File: src/rtl/msp_pkg.sv
// Shared types and constants for the MIDI sysex chunk parser.
// Used by msp_decode and midi_sysex_chunk_parser; depends on nothing.
package msp_pkg;

    localparam int STEP_CHUNK_BYTES = 7;
    localparam int COUNT_W          = 3;
    localparam int DATA_W           = 7;
    localparam int BYTE_W           = 8;
    localparam int CFG_IDX_W        = 2;

    localparam logic [BYTE_W-1:0] STATUS_FLAG      = 8'h80;
    localparam logic [BYTE_W-1:0] BYTE_MASK        = 8'hff;
    localparam logic [BYTE_W-1:0] START_CODE_RESET = 8'hf0;

    localparam logic [CFG_IDX_W-1:0] REG_SYSEX_MODE = 2'd0;
    localparam logic [CFG_IDX_W-1:0] REG_START_CODE = 2'd1;

    typedef enum logic [1:0] {
        KIND_MSG,
        KIND_STEP,
        KIND_PATTERN,
        KIND_MAIN
    } kind_t;

    typedef enum logic [1:0] {
        MODE_DROP,
        MODE_STEP,
        MODE_PATTERN,
        MODE_MAIN
    } mode_t;

    typedef struct packed {
        logic [BYTE_W-1:0]  running_status;
        logic [COUNT_W-1:0] byte_count;
        logic [DATA_W-1:0]  held_first_data;
    } parse_state_t;

    typedef struct packed {
        logic               we;
        logic [COUNT_W-1:0] addr;
        logic [DATA_W-1:0]  data;
    } store_wr_t;

    typedef struct packed {
        kind_t                                     kind;
        logic [BYTE_W-1:0]                         status;
        logic [DATA_W-1:0]                         first_data;
        logic [DATA_W-1:0]                         second_data;
        logic [STEP_CHUNK_BYTES-1:0][BYTE_W-1:0]   chunk;
    } result_t;

endpackage

File: src/rtl/msp_decode.sv
// Byte decoder: next parse state, chunk store write and result for one byte.
// Depends on msp_pkg.
module msp_decode
(
    input  logic [msp_pkg::BYTE_W-1:0]                               rx_byte,
    input  msp_pkg::mode_t                                           sysex_mode,
    input  logic [msp_pkg::BYTE_W-1:0]                               start_code,
    input  msp_pkg::parse_state_t                                    state,
    input  logic [msp_pkg::STEP_CHUNK_BYTES-1:0][msp_pkg::DATA_W-1:0] store,
    output msp_pkg::parse_state_t                                    state_next,
    output msp_pkg::store_wr_t                                       store_wr,
    output logic                                                     res_valid,
    output msp_pkg::result_t                                         res
);

    logic [msp_pkg::DATA_W-1:0] d;

    assign d = rx_byte[msp_pkg::DATA_W-1:0];

    always_comb
    begin
        state_next = state;
        store_wr   = '0;
        res_valid  = 1'b0;
        res        = '0;
        res.status = state.running_status;

        if ((rx_byte & msp_pkg::STATUS_FLAG) != '0)
        begin
            state_next.running_status = rx_byte & msp_pkg::BYTE_MASK;
            state_next.byte_count     = '0;
        end
        else if (state.running_status == start_code)
        begin
            case (sysex_mode)
                msp_pkg::MODE_STEP:
                begin
                    if (state.byte_count < msp_pkg::COUNT_W'(msp_pkg::STEP_CHUNK_BYTES))
                    begin
                        store_wr.we           = 1'b1;
                        store_wr.addr         = state.byte_count;
                        store_wr.data         = d;
                        state_next.byte_count = state.byte_count + 3'd1;
                    end
                    else
                    begin
                        // put back bit 7 of each stored byte
                        for (int i = 0; i < msp_pkg::STEP_CHUNK_BYTES; i++)
                        begin
                            res.chunk[i] = {d[i], store[i]};
                        end
                        res.kind              = msp_pkg::KIND_STEP;
                        res_valid             = 1'b1;
                        state_next.byte_count = '0;
                    end
                end
                msp_pkg::MODE_PATTERN:
                begin
                    store_wr.we   = 1'b1;
                    store_wr.data = d;
                    if (state.byte_count == '0)
                    begin
                        store_wr.addr         = 3'd0;
                        state_next.byte_count = 3'd1;
                    end
                    else
                    begin
                        store_wr.addr         = 3'd1;
                        res.chunk[0]          = {1'b0, store[0]};
                        res.chunk[1]          = {1'b0, d};
                        res.kind              = msp_pkg::KIND_PATTERN;
                        res_valid             = 1'b1;
                        state_next.byte_count = '0;
                    end
                end
                msp_pkg::MODE_MAIN:
                begin
                    store_wr.we   = 1'b1;
                    store_wr.data = d;
                    if (state.byte_count < 3'd2)
                    begin
                        store_wr.addr         = {2'b00, state.byte_count[0]};
                        state_next.byte_count = state.byte_count + 3'd1;
                    end
                    else
                    begin
                        // pack 7+7+2 bits into one 16-bit word, split high/low
                        store_wr.addr         = 3'd2;
                        res.chunk[0]          = {d[1:0], store[1][6:1]};
                        res.chunk[1]          = {store[1][0], store[0]};
                        res.kind              = msp_pkg::KIND_MAIN;
                        res_valid             = 1'b1;
                        state_next.byte_count = '0;
                    end
                end
                default:
                begin
                end
            endcase
        end
        else if (state.byte_count == '0)
        begin
            state_next.held_first_data = d;
            state_next.byte_count      = 3'd1;
        end
        else
        begin
            res.kind              = msp_pkg::KIND_MSG;
            res.first_data        = state.held_first_data;
            res.second_data       = d;
            res_valid             = 1'b1;
            state_next.byte_count = '0;
        end
    end

endmodule

File: src/rtl/midi_sysex_chunk_parser.sv
// MIDI parser with sysex chunk unpacking: registers, handshakes, chunk store.
// Depends on msp_pkg and msp_decode.
//
// Takes one received byte per clock cycle and gives at most one result per
// byte, registered, in the cycle after the completing byte is accepted.
// All decoding of a byte is short combinational logic from the input port
// into the state and the output register, so in_ready stays high unless a
// result is waiting and out_ready is low. Status bytes set the running
// status; two-data messages, 7+1 byte step chunks, pattern pairs and packed
// main step words come out under their result_kind. Configuration writes are
// taken in every cycle; a write to sysex_mode clears any partial chunk.
module midi_sysex_chunk_parser
(
    input  logic                               clk,
    input  logic                               rst_n,

    input  logic                               cfg_valid,
    output logic                               cfg_ready,
    input  logic [msp_pkg::CFG_IDX_W-1:0]      cfg_index,
    input  logic [msp_pkg::BYTE_W-1:0]         cfg_data,

    input  logic                               in_valid,
    output logic                               in_ready,
    input  logic [msp_pkg::BYTE_W-1:0]         rx_byte,

    output logic                               out_valid,
    input  logic                               out_ready,
    output logic [1:0]                         result_kind,
    output logic [msp_pkg::BYTE_W-1:0]         msg_status,
    output logic [msp_pkg::DATA_W-1:0]         first_data,
    output logic [msp_pkg::DATA_W-1:0]         second_data,
    output logic [msp_pkg::BYTE_W-1:0]         chunk_byte0,
    output logic [msp_pkg::BYTE_W-1:0]         chunk_byte1,
    output logic [msp_pkg::BYTE_W-1:0]         chunk_byte2,
    output logic [msp_pkg::BYTE_W-1:0]         chunk_byte3,
    output logic [msp_pkg::BYTE_W-1:0]         chunk_byte4,
    output logic [msp_pkg::BYTE_W-1:0]         chunk_byte5,
    output logic [msp_pkg::BYTE_W-1:0]         chunk_byte6
);

    msp_pkg::mode_t                 mode_reg;
    msp_pkg::mode_t                 mode_next;
    logic [msp_pkg::BYTE_W-1:0]     start_code_reg;
    logic [msp_pkg::BYTE_W-1:0]     start_code_next;
    msp_pkg::parse_state_t          state_reg;
    msp_pkg::parse_state_t          state_next;
    logic                           out_valid_reg;
    logic                           out_valid_next;
    msp_pkg::result_t               result_reg;

    logic [msp_pkg::STEP_CHUNK_BYTES-1:0][msp_pkg::DATA_W-1:0] chunk_store_reg;

    msp_pkg::parse_state_t          dec_state;
    msp_pkg::store_wr_t             dec_wr;
    logic                           dec_valid;
    msp_pkg::result_t               dec_res;

    logic                           in_fire;
    logic                           cfg_fire;
    logic                           mode_wr;

    assign cfg_ready = 1'b1;
    assign cfg_fire  = cfg_valid && cfg_ready;
    assign mode_wr   = cfg_fire && (cfg_index == msp_pkg::REG_SYSEX_MODE);
    assign in_ready  = !out_valid_reg || out_ready;
    assign in_fire   = in_valid && in_ready;

    msp_decode u_decode
    (
        .rx_byte    (rx_byte),
        .sysex_mode (mode_reg),
        .start_code (start_code_reg),
        .state      (state_reg),
        .store      (chunk_store_reg),
        .state_next (dec_state),
        .store_wr   (dec_wr),
        .res_valid  (dec_valid),
        .res        (dec_res)
    );

    always_comb
    begin
        mode_next       = mode_reg;
        start_code_next = start_code_reg;
        state_next      = state_reg;
        if (in_fire)
        begin
            state_next = dec_state;
        end
        if (cfg_fire)
        begin
            case (cfg_index)
                msp_pkg::REG_SYSEX_MODE:
                begin
                    mode_next             = msp_pkg::mode_t'(cfg_data[1:0]);
                    state_next.byte_count = '0;
                end
                msp_pkg::REG_START_CODE:
                begin
                    start_code_next = cfg_data;
                end
                default:
                begin
                end
            endcase
        end
        out_valid_next = (in_fire && dec_valid) || (out_valid_reg && !out_ready);
    end

    always_ff @(posedge clk or negedge rst_n)
    begin
        if (!rst_n)
        begin
            mode_reg       <= msp_pkg::MODE_DROP;
            start_code_reg <= msp_pkg::START_CODE_RESET;
            state_reg      <= '0;
            out_valid_reg  <= 1'b0;
        end
        else
        begin
            mode_reg       <= mode_next;
            start_code_reg <= start_code_next;
            state_reg      <= state_next;
            out_valid_reg  <= out_valid_next;
        end
    end

    always_ff @(posedge clk)
    begin
        if (in_fire && dec_valid)
        begin
            result_reg <= dec_res;
        end
        if (in_fire && dec_wr.we)
        begin
            chunk_store_reg[dec_wr.addr] <= dec_wr.data;
        end
    end

    assign out_valid   = out_valid_reg;
    assign result_kind = result_reg.kind;
    assign msg_status  = result_reg.status;
    assign first_data  = result_reg.first_data;
    assign second_data = result_reg.second_data;
    assign chunk_byte0 = result_reg.chunk[0];
    assign chunk_byte1 = result_reg.chunk[1];
    assign chunk_byte2 = result_reg.chunk[2];
    assign chunk_byte3 = result_reg.chunk[3];
    assign chunk_byte4 = result_reg.chunk[4];
    assign chunk_byte5 = result_reg.chunk[5];
    assign chunk_byte6 = result_reg.chunk[6];

    a_status_flag: assert property (@(posedge clk) disable iff (!rst_n)
        state_reg.running_status[7] || (state_reg.running_status == '0))
        else $error("running status holds a data byte");

    a_status_clears_count: assert property (@(posedge clk) disable iff (!rst_n)
        (in_fire && rx_byte[7]) |=> (state_reg.byte_count == '0))
        else $error("status byte did not clear byte count");

    a_status_no_result: assert property (@(posedge clk) disable iff (!rst_n)
        (in_fire && rx_byte[7] && out_ready) |=> !out_valid)
        else $error("status byte produced a result");

    a_mode_clears_count: assert property (@(posedge clk) disable iff (!rst_n)
        mode_wr |=> (state_reg.byte_count == '0))
        else $error("mode write left a partial chunk");

endmodule

File: config.mk
export PLATFORM = sky130hd
export DESIGN_NAME = midi_sysex_chunk_parser
export DESIGN_NICKNAME = d
export VERILOG_FILES = /design/src/rtl/msp_pkg.sv /design/src/rtl/msp_decode.sv /design/src/rtl/midi_sysex_chunk_parser.sv
export SDC_FILE = /design/constraint.sdc
export NUM_CORES = 1
export LEC_CHECK = 0
export ABC_AREA = 1
export BUFFER_PORTS_ARGS = -buffer_cell sky130_fd_sc_hd__buf_2
export CELL_PAD_IN_SITES_DETAIL_PLACEMENT = 1
export CELL_PAD_IN_SITES_GLOBAL_PLACEMENT = 2
export CORE_MARGIN = 2
export CORE_UTILIZATION = 30
export CTS_CLUSTER_SIZE = 24
export DETAILED_ROUTE_END_ITERATION = 10
export PLACE_DENSITY_LB_ADDON = 0.1
export SYNTH_ARGS = -nofsm -noshare
export SYNTH_HDL_FRONTEND = slang
export SYNTH_SLANG_ARGS = --single-unit
export TNS_END_PERCENT = 50
File: constraint.sdc
create_clock -name clk -period 3.2 [get_ports clk]
set_input_delay 0.64 -clock clk [delete_from_list [all_inputs] [get_ports clk]]
set_output_delay 0.64 -clock clk [all_outputs]
set_load 0.02 [all_outputs]
=== Yosys cells after proc, flatten, opt, wreduce, memory -nomap -nowiden ===
Index checks and enable logic that the tools add are counted.
W data, S select, Z words.

* $add $sub $neg: 1
* $lt $le $gt $ge: 4
* Equal/unequal tests: 5
* Multiplexer cells: 35
* Bitwise logic cells: 3
* Reduce and logical (&&, ||, !) cells: 18

{| class="wikitable"
|+ Operator list
! operator !! number
|-
| $bwmux W49 || 1
|-
| $pmux W16 S3 || 1
|-
| $mux W11 || 3
|-
| $pmux W11 S3 || 1
|-
| $mux W16 || 2
|-
| $mux W7 || 4
|-
| $demux W7 S3 || 1
|-
| $mux W3 || 6
|-
| $mux W15 || 1
|-
| $mux W10 || 1
|-
| $pmux W3 S3 || 1
|-
| $eq A8 B8 Y1 || 1
|-
| $mux W1 || 8
|-
| $mux W2 || 3
|-
| $pmux W2 S3 || 1
|-
| $reduce_and A2 Y1 || 3
|-
| $logic_and A1 B1 Y1 || 5
|-
| $eq A2 B1 Y1 const B || 2
|-
| $eq A2 B2 Y1 const B || 2
|-
| $lt A3 B4 Y1 const B || 1
|-
| $reduce_and A4 Y1 || 1
|-
| $reduce_or A4 Y1 || 1
|-
| $add A3 B1 Y3 const B || 1
|-
| $ge A3 B1 Y1 const B || 1
|-
| other kinds (10) || 14
|}

* Bits in registers: 158
* Input bits: 23
* Output and inout bits: 83
* Logic and storage cells: 90

=== Logic depth before layout (Yosys ltp) ===
* Depth after elaboration: 10
* Gate-level depth with buffers: 11
* Depth with buffers taken out: 11

=== By module ===
A second synthesis with hierarchy kept.

* Cell total of the unflattened synthesis: 607
* Area total of the unflattened synthesis: 6680.2 sq um

{| class="wikitable"
|+ By module, submodules not included
! module !! instances !! cells each !! area each (sq um)
|-
| midi_sysex_chunk_parser || 1 || 282 || 5165.0
|-
| msp_decode || 1 || 325 || 1515.2
|}

=== Least setup slack after synthesis ===
Ideal clock, no wire load.

* Kind: register to register
* Start: reg state_reg[8] (netlist bit)
* End: reg result_reg (netlist bit chunk_byte0[0]) (enable)
* Data arrival time: 2750 ps
* Required time: 2766 ps
* Slack: 16 ps
* Stages on the path, launching flop included: 10
* Path buffers: 0
* Path through: dfrtp_1 inv_1 ha_1 inv_1 nor2_1 nor3_4 nor3_1 nand2_1 nand3_1 inv_1

* Word-level cells in the longest chain between the ends: 6

{| class="wikitable"
|+ RTL lines
! item !! line !! RTL
|-
| start: declaration || midi_sysex_chunk_parser.sv:45 || <nowiki>msp_pkg::parse_state_t state_reg;</nowiki>
|-
| start signal: assignment || midi_sysex_chunk_parser.sv:123 || <nowiki>state_reg <= state_next;</nowiki>
|-
| $lt A3 B2 Y1, or another cell as far along || msp_decode.sv:80 || <nowiki>if (state.byte_count < 3'd2)</nowiki>
|-
| $mux W1 (on tied branches) || -- ||
|-
| $pmux W1 S3 || msp_decode.sv:35 || <nowiki>case (sysex_mode)</nowiki>
|-
| $mux W1 (*) || msp_decode.sv:33 || <nowiki>else if (state.running_status == start_code)</nowiki>
|-
| $mux W1 (*) || msp_decode.sv:28 || <nowiki>if ((rx_byte & msp_pkg::STATUS_FLAG) != '0)</nowiki>
|-
| $logic_and A1 B1 Y1 (*) || midi_sysex_chunk_parser.sv:130 || <nowiki>if (in_fire && dec_valid)</nowiki>
|-
| end signal: assignment || midi_sysex_chunk_parser.sv:132 || <nowiki>result_reg <= dec_res;</nowiki>
|-
| end: declaration || midi_sysex_chunk_parser.sv:49 || <nowiki>msp_pkg::result_t result_reg;</nowiki>
|}

Every way passes the cells marked *; elsewhere a longest branch is shown, timed or not.
A chain may end at the register's enable or synchronous reset.

=== Worst setup path after layout ===
* Start: reg state_reg[8] (netlist bit)
* End: reg chunk_store_reg[5] (netlist bit) (enable)

* Word-level cells in the longest chain between the ends: 6

{| class="wikitable"
|+ RTL lines
! item !! line !! RTL
|-
| $lt A3 B3 Y1 || msp_decode.sv:38 || <nowiki>if (state.byte_count < msp_pkg::COUNT_W'(msp_pkg::STEP_CHUNK_BYTES))</nowiki>
|-
| $mux W11 || msp_decode.sv:38 ||
|-
| $pmux W11 S3 || msp_decode.sv:35 ||
|-
| $mux W11 || msp_decode.sv:33 ||
|-
| $mux W11 || msp_decode.sv:28 ||
|-
| $logic_and A1 B1 Y1 || midi_sysex_chunk_parser.sv:134 || <nowiki>if (in_fire && dec_wr.we)</nowiki>
|-
| end signal: indexed assignment || midi_sysex_chunk_parser.sv:136 || <nowiki>chunk_store_reg[dec_wr.addr] <= dec_wr.data;</nowiki>
|-
| end: declaration || midi_sysex_chunk_parser.sv:51 || <nowiki>logic [msp_pkg::STEP_CHUNK_BYTES-1:0][msp_pkg::DATA_W-1:0] chunk_store_reg;</nowiki>
|}

Every way passes these cells.

==> out/qor.yml <==
cts:
  cts_htree_levels: 4
  ctsResizeCount: 0
  numClockSinks: 158
  cts_hold_buf: 0
  insertion_delay_ns: 0.44
  cts_buffers: 17
  cts_tree: "done"
  clk_pin_slew_ns: 0.07
  clk_path_buf_depth: 2
  cts_root_buf: "clkbuf_16"
  post_cts_buffers: 0
critical_path:
  r2r_setup_slack_ns: 0.70
  cp.required_ns: 3.26
  crit_fanout: 7
  endpoint_kind: "flip-flop"
  r2r_cells: 10
  start_kind: "flip-flop"
  r2r_end: "chunk_store_reg[5]$_DFFE_PP_"
  critPathArrivalTime_ns: 2.57
  startpoint: "state_reg[8]$_DFF_PN0_"
  endpoint: "chunk_store_reg[5]$_DFFE_PP_"
  crit_type: "reg2reg"
  crit-reg2reg-launch: "state_reg[8]$_DFF_PN0_"
floorplanning:
  core_area_um2: 20400
  initial_core_util_pct: 30.9
  die_area_um2: 22100
  rows: 52
  fp.dieW_um: 149
  io_pins: 106
  die_h_um: 149
logic_synthesis:
  yosysWarnings: 0
  yosysTopAreaCell: "edfxtp_1"
  syn_nets: 555
  synth_edf_count: 129
  synth_compound_area_share_pct: 5.77
  synth_area_um2: 6280
  ys_seq_area_share_pct: 73.3
  ys_top_cells_by_count: "129 x edfxtp_1, 101 x nor2_1, 89 x inv_1"
  synthSimpleGateAreaFrac_pct: 13.3
  synthCells: 530
  yosysMostFrequentCell: "edfxtp_1"
  synth_cell_types: 32
  ys_top_cells_by_area: "edfxtp_1 62%, dfrtp_1 10%, nor2_1 6.0%"
  ys_async_sr_fraction_pct: 18.4
  synth_top_family_by_area: "simple AND/OR/NAND/NOR gates"
  synth-xor-area-share_pct: 0.139
  yosys_most_used_dff: "edfxtp_1"
  synth_top_cell_area_share_pct: 61.6
  ys_ff_latch: 158
  synth_mux_area_share_pct: 0
  syn_avg_cell_area_um2: 11.9
  synth_fa_ha_area_share_pct: 0.398
global_route:
  top_usage_layer: "met2"
  antenna_found_initial: 0
  grt.overflow.total: 0
  met2_usage_pct: 23.2
  grt_max_degree: 41
  grt_use_total_pct: 14.1
  grt_pass1_wl_um: 23400
  use_met1_pct: 18.4
  grt_pass1_vias: 4263
  globalRouteMet3Util_pct: 3.16
placement:
  portBuffers: 104
  hpwlAfterDp_um: 10700
  gp_congestion: 0.780
  dpl.cell_count: 896
finish:
  multiInputGateArea_um2: 1240
  nFillCells: 2276
  antenna_cells: 0
  syn_to_final_growth_pct: 22.6
  fin_nets: 670
  largest_reg_flops: 49
  finalNonFillerCells: 928
  regArea_um2: 4600
  drive_gt1_share_pct: 24.2
route:
  vias: 4034
  viasPerCell: 4.35
  firstDrtPassIters: 5
  dr.first_iter.drc_count: 209
  routed_wl_um: 15000
  drcViolationCount: 0
  routedWlPerCell_um: 16.2
  postRouteAntennaNets: 0
pwr:
  p_per_area_nw_per_um2: 641
  p_leak_uw: 0.00328
  vdd_drop_max_mv: 0.366
timing:
  hold_slack_ns: 0.270
  finalHoldViolations: 0
  fmax_ghz: 0.400
  tns_ns: 0
  max_slew.worst_pin.slew_ns: 0.847
  min_period_over_period_pct: 78.2
  setup_violations: 0
  slew_headroom_pct: 43.3
  finalMaxSlewViolations: 0
  rsz0062_at_grt: "false"
  layout_min_cycle_time_ns: 2.50
  fin_skew_ns: 0.0118
job:
  max_cap_violations: 0
outcome:
  status: "complete, no violations"
hold_path:
  hold_path.class: "in2async"
==> layer usage <==
| layer | vias to the layer above | share of wire (%) |
|---|---|---|
| li1 | 1963 | - |
| met1 | 1964 | 46 |
| met2 | 90 | 48 |
| met3 | 17 | 4.3 |
| met4 | 0 | 1.6 |
| met5 | - | 0 |
==> critical path, stage by stage (launching register included) <==
cell     delay [ns]
dfrtp_1        0.43
inv_1          0.12
ha_1           0.15
inv_1          0.03
nor2_1         0.32
nor3_4         0.11
inv_2          0.12
o21ai_1        0.10
inv_1          0.06
nand3_1        0.16
nor2_1         0.53
==> worst min-delay path by stage <==
stage | cells past startpoint | end | from | slack [ns]
3_5_place_dp | 2 | start_code_reg[5]$_DFFE_PN1P_ | start_code_reg[5]$_DFFE_PN1P_ | 0.48
6_report | 1 | state_reg[17]$_DFFE_PN0P_ | rst_n | 0.27
3_3_place_gp | 2 | state_reg[1]$_DFFE_PN0P_ | state_reg[1]$_DFFE_PN0P_ | 0.47
2_1_floorplan | 0 | mode_reg[0]$_DFFE_PN0P_ | rst_n | 0.34
5_1_grt | 1 | state_reg[17]$_DFFE_PN0P_ | rst_n | 0.33
4_1_cts | 1 | start_code_reg[2]$_DFFE_PN0P_ | rst_n | 0.28
==> power by group <==
group / total [uW] / internal (uW) / switching, uW
Sequential: 2430 / 2350 / 78.5
Clock: 2030 / 1110 / 916
Combinational: 476 / 147 / 329
==> cell usage in the layout (no fill, tap or decap), types with 2 or more instances in the layout <==
cell	n
dfstp_2	4
o21ai_0	26
inv_6	5
edfxtp_1	129
clkinv_8	2
nand3_1	10
buf_4	2
inv_2	3
nor3_1	3
ha_1	2
nor2_2	2
inv_8	3
clkbuf_16	17
nor2_1	101
buf_12	2
buf_2	104
dfrtp_1	25
nand2_1	77
nor3_4	2
a21oi_1	19
nand2_4	2
clkinv_4	2
inv_1	88
a22oi_1	13
clkinvlp_4	2
==> cell families after synthesis <==
kind of cell | Yosys count
buf+inv | 104
xor+xnor | 1
other cells | 1
flops | 158
compound gates | 62
fa+ha+maj | 2
simple gates | 202
==> stage by stage <==
step	cell area (um2)	utilization, %	power, uW	worst slack, ns
5_1_grt	7700	37.8	5150	0.413
6_report	7700	37.8	4940	0.699
3_5_place_dp	7100	34.9	2970	0.640
3_3_place_gp	7100	34.9	2950	0.762
4_1_cts	7700	37.8	5010	0.639
2_1_floorplan	6280	-	2780	0.0165
==> final cells by class <==
| class | count | share of cell area, % |
|---|---|---|
| flip-flops and latches | 158 | 59.8 |
| multi-input cells | 268 | 16.1 |
| clock buffers | 17 | 5.52 |
| repair buffers | 108 | 7.47 |
| clock inverters | 15 | 2.24 |
| well taps | 270 | 4.39 |
| inverters | 92 | 4.50 |
No activity file was read; power rests on OpenSTA's default activity.
